[src/design/crcp_pkg.sv]
// Package for the call/return cycle profiler: opcodes, status codes and sizing
// constants. No dependencies.
package crcp_pkg;
    localparam int TableOrder  = 12;
    localparam int StackDepth  = 32;
    localparam int AddressBits = 48;

    localparam logic [2:0] OP_ENTER      = 3'd0;
    localparam logic [2:0] OP_EXIT       = 3'd1;
    localparam logic [2:0] OP_REGISTER   = 3'd2;
    localparam logic [2:0] OP_UNREGISTER = 3'd3;
    localparam logic [2:0] OP_READ       = 3'd4;

    localparam logic [1:0] ST_DONE    = 2'd0;
    localparam logic [1:0] ST_REFUSED = 2'd1;
    localparam logic [1:0] ST_FULL    = 2'd2;
endpackage

[src/design/crcp_front.sv]
// Front end: accepts request beats, unpacks fields into a two-entry queue.
// Depends on crcp_pkg.
module crcp_front #(
    parameter int AW = crcp_pkg::AddressBits,
    parameter int DW = 8 * ((3 + AW + 64 + 7) / 8)
) (
    input  logic            i_clk,
    input  logic            i_rst_n,
    input  logic            s_axis_tvalid,
    output logic            s_axis_tready,
    input  logic [DW-1:0]   s_axis_tdata,
    output logic            o_q_valid,
    input  logic            i_q_pop,
    output logic [2:0]      o_q_func,
    output logic [AW-1:0]   o_q_addr,
    output logic [63:0]     o_q_ts
);
    import crcp_pkg::*;
    localparam int EW = 3 + AW + 64;

    logic [EW-1:0] r_mem [2];
    logic          r_wp, r_rp;
    logic [1:0]    r_cnt;
    logic          w_push;

    assign s_axis_tready = (r_cnt != 2'd2);
    assign w_push        = s_axis_tvalid && s_axis_tready;
    assign o_q_valid     = (r_cnt != 2'd0);
    assign {o_q_ts, o_q_addr, o_q_func} = r_mem[r_rp];

    always_ff @(posedge i_clk) begin
        if (w_push) begin
            r_mem[r_wp] <= s_axis_tdata[EW-1:0];
        end
        if (!i_rst_n) begin
            r_wp  <= 1'b0;
            r_rp  <= 1'b0;
            r_cnt <= 2'd0;
        end else begin
            if (w_push) r_wp <= ~r_wp;
            if (i_q_pop) r_rp <= ~r_rp;
            r_cnt <= r_cnt + 2'(w_push) - 2'(i_q_pop);
        end
    end

    a_no_underflow: assert property (@(posedge i_clk) disable iff (!i_rst_n)
        i_q_pop |-> o_q_valid) else $error("pop from empty queue");
    a_no_overflow: assert property (@(posedge i_clk) disable iff (!i_rst_n)
        w_push |-> r_cnt != 2'd2) else $error("push into full queue");
    a_cnt_range: assert property (@(posedge i_clk) disable iff (!i_rst_n)
        r_cnt <= 2'd2) else $error("queue count out of range");
endmodule

[config.mk]
export PLATFORM = sky130hd
export DESIGN_NAME = crcp_front
export DESIGN_NICKNAME = d
export VERILOG_FILES = /design/src/design/crcp_pkg.sv /design/src/design/crcp_front.sv
export SDC_FILE = /design/constraint.sdc
export NUM_CORES = 1
export LEC_CHECK = 0
export BUFFER_PORTS_ARGS = -buffer_cell sky130_fd_sc_hd__buf_2
export CAP_MARGIN = 10
export CORE_AREA = 10 10 188 190
export DETAILED_ROUTE_END_ITERATION = 10
export DIE_AREA = 0 0 198 200
export GPL_TIMING_DRIVEN = 0
export PLACE_DENSITY_LB_ADDON = 0.25
export SETUP_SLACK_MARGIN = 0.5
export SKIP_LAST_GASP = 1
export SLEW_MARGIN = 20
export SYNTH_ARGS = -nofsm -noshare
export SYNTH_HDL_FRONTEND = slang
export SYNTH_SLANG_ARGS = --single-unit
[constraint.sdc]
create_clock -name i_clk -period 5.05 [get_ports i_clk]
set_input_delay 0 -clock i_clk [delete_from_list [all_inputs] [get_ports i_clk]]
set_output_delay 0 -clock i_clk [all_outputs]
set_load 0.03 [all_outputs]
==> reports/metrics.csv <==
metric,value,unit
finalPower,0.005052,W
yosys-top-cells-area,"edfxtp_1 (79%), mux2_4 (8.6%), mux2_2 (8.4%)",
first_pass_iters,4,
leakagePower,4.792,nW
drtIter0Drc,108,
setup_tns,0,ns
synth_area_leader_cell,edfxtp_1,
drc_errors,0,
maxSlewViolCount,0,
synth_edf_count,230,
reg2reg_depth,4,
clock_skew,0.006968,ns
wl_per_cell,17.40,um
n_antenna_cell,0,
avgSynthCellArea,22.71,sq um
end_kind,register,
start_util,27.92,%
grt_usage,10.06,%
insertion_delay,0.53,ns
via_count,4868,
synth_most_common_cell,edfxtp_1,
relSlewSlack,59.43,%
max_freq,0.4891,GHz
htree_levels,1,
syn_inst,386,
worstMarginPinSlew,0.6085,ns
die_y,200,um
place_hpwl,14000,um
antenna_left,0,
hold_end,r_mem[1][103]$_DFFE_PP_,
crit_type,register to register,
syn_to_final_growth,42.88,%
ctsResizeCount,0,
yosys_warnings,0,
ys_ff_latch,235,
worstReg2RegStart,r_cnt[0]$_SDFF_PN0_,
r2r_slack,3.01,ns
power_density,403.4,mW/mm^2
via_per_inst,4.084,
drv_cap,0,
utilization,39.89,%
clk_path_buf_depth,3,
synth_common_cells,"edfxtp_1 (230), mux2_2 (65), mux2_4 (50)",
core,0.03139,sq mm
num_io_pins,241,
wl,20740,um
fin_crit,2.044,ns
setup_viol,0,
grt_pass1_vias,5579,
globalplace.congestion,0.7013,
die_w,198,um
seq_area,0.007007,sq mm
path_max_fanout,58,
ys.flop_type,edfxtp_1,
clkSlewWorstSetupHoldPaths,0.06,ns
antenna_found_initial,0,
min_path_cells,2,
rsz0062_at_grt,false,
final_cells,1192,
seq_area_frac_synth,79.94,%
worstHoldStart,s_axis_tdata[103],
hp-class,input pin to register,
synth_top_area_share,78.80,%
post-route-period-util,40.48,%
port_buffers,235,
cts_buffers,26,
r2r-end,r_mem[0][66]$_DFFE_PP_,
cts_tree,built,
fillers,2853,
syn-cell-area,0.008765,sq mm
nets,896,
placed_area,0.01054,sq mm
die_area,0.03960,sq mm
post_cts_buffers,0,
numPlacedInstances,1026,
synth.distinct_cells,24,
cts_root_buffer,clkbuf_16,
multi_input_area,0.001647,sq mm
grt_pass1_wl,31500,um
num_rows,65,
syn-num-nets,511,
worstPathRequired,5.23,ns
cp.arrival,2.22,ns
start_kind,register,
final_cell_area,0.01252,sq mm
grt_max_degree,59,
status,finished clean,
peakVddDrop,0.2758,mV
drive_gt1_share,51.27,%
overflow,0,
cts_num_sinks,235,
synthArstFlopShare,0,%
final-hold-violation-count,0,
## worst max-delay path by stage
stage                              from                       to  cells past startpoint
CTS                 r_cnt[0]$_SDFF_PN0_   r_mem[0][68]$_DFFE_PP_                      4
finish              r_cnt[0]$_SDFF_PN0_   r_mem[0][66]$_DFFE_PP_                      4
global route        r_cnt[0]$_SDFF_PN0_   r_mem[0][66]$_DFFE_PP_                      4
detailed placement  r_cnt[0]$_SDFF_PN0_   r_mem[0][64]$_DFFE_PP_                      4
floorplan           r_cnt[0]$_SDFF_PN0_    r_mem[1][0]$_DFFE_PP_                      2
global placement    r_cnt[0]$_SDFF_PN0_  r_mem[1][114]$_DFFE_PP_                      2
## critical path: stages, from the launching register on
cell and delay (ns):
dfxtp_1 0.40, nand2b_1 0.23, nand3b_1 0.20, inv_6 0.44, buf_16 0.32
## flip-flops by register name, summed over array words and instances (netlist names), named ones only
signal	cells
r_cnt	2
r_mem	230
r_rp	1
r_wp	1
## cell usage in the layout (no fill, tap or decap), types with 2 or more instances in the layout
cell | Yosys | routed
buf_16 | 0 | 3
and2_1 | 3 | 3
nand3b_1 | 2 | 2
clkinv_1 | 0 | 8
clkbuf_16 | 0 | 27
nand2_1 | 2 | 2
clkinvlp_4 | 0 | 3
mux2_2 | 65 | 65
dlygate4sd3_1 | 0 | 119
buf_6 | 7 | 7
edfxtp_1 | 230 | 230
buf_2 | 6 | 241
mux2_4 | 50 | 50
dfxtp_1 | 5 | 5
clkbuf_1 | 0 | 5
clkinv_2 | 0 | 2
## area by class of cell
type                       count  area share, %
tap                          402          4.016
inverter                       2        0.09991
timing repair buffer         357          19.56
clock inverter                15         0.8093
clock buffer                  32          5.545
buffer                        13         0.8692
multi-input combinational    136          13.15
sequential                   235          55.95
## what timing repair did
action                                 in CTS  in global routing
hold buffers                              119                  0
setup endpoints to repair                   0                  0
endpoints found under the hold margin     235                  0
## power breakdown
part | internal, W | switching, W | leakage (nW) | total [W]
Sequential | 0.00234 | 0.0000405 | 2.19 | 0.00238
Clock | 0.00102 | 0.000731 | 0.378 | 0.00175
Combinational | 0.000367 | 0.000555 | 2.23 | 0.000922
Total | 0.00373 | 0.00133 | 4.79 | 0.00505
## kinds of logic (layout without fill, tap and decap cells)
kind of cell / Yosys count / in the layout / synth area share, %
simple gates: 12 / 12 / 0.8424
xor+xnor: 2 / 2 / 0.1999
flops: 235 / 235 / 79.94
compound gates: 5 / 5 / 0.5140
buf+inv: 15 / 419 / 1.328
fa+ha+maj: 1 / 1 / 0.1427
mux: 116 / 116 / 17.03
## metal layers
metal | vias up | part of all wire, % | GRT usage [%]
met2 | 160 | 51 | 17.76
met5 | - | 0 | 0
met3 | 28 | 8.3 | 3.734
met4 | 0 | 1.7 | 2.762
li1 | 2304 | - | -
met1 | 2376 | 39 | 11.16
## per-stage QoR
step / setup WS (ns) / hold slack [ns]
floorplan: 1.060 / 0.09887
global placement: -0.1776 / 0.1879
detailed placement: 2.982 / 0.1915
CTS: 2.947 / 0.1619
global route: 2.839 / 0.1771
finish: 3.006 / 0.1966
(Power assumes the default switching activity.)
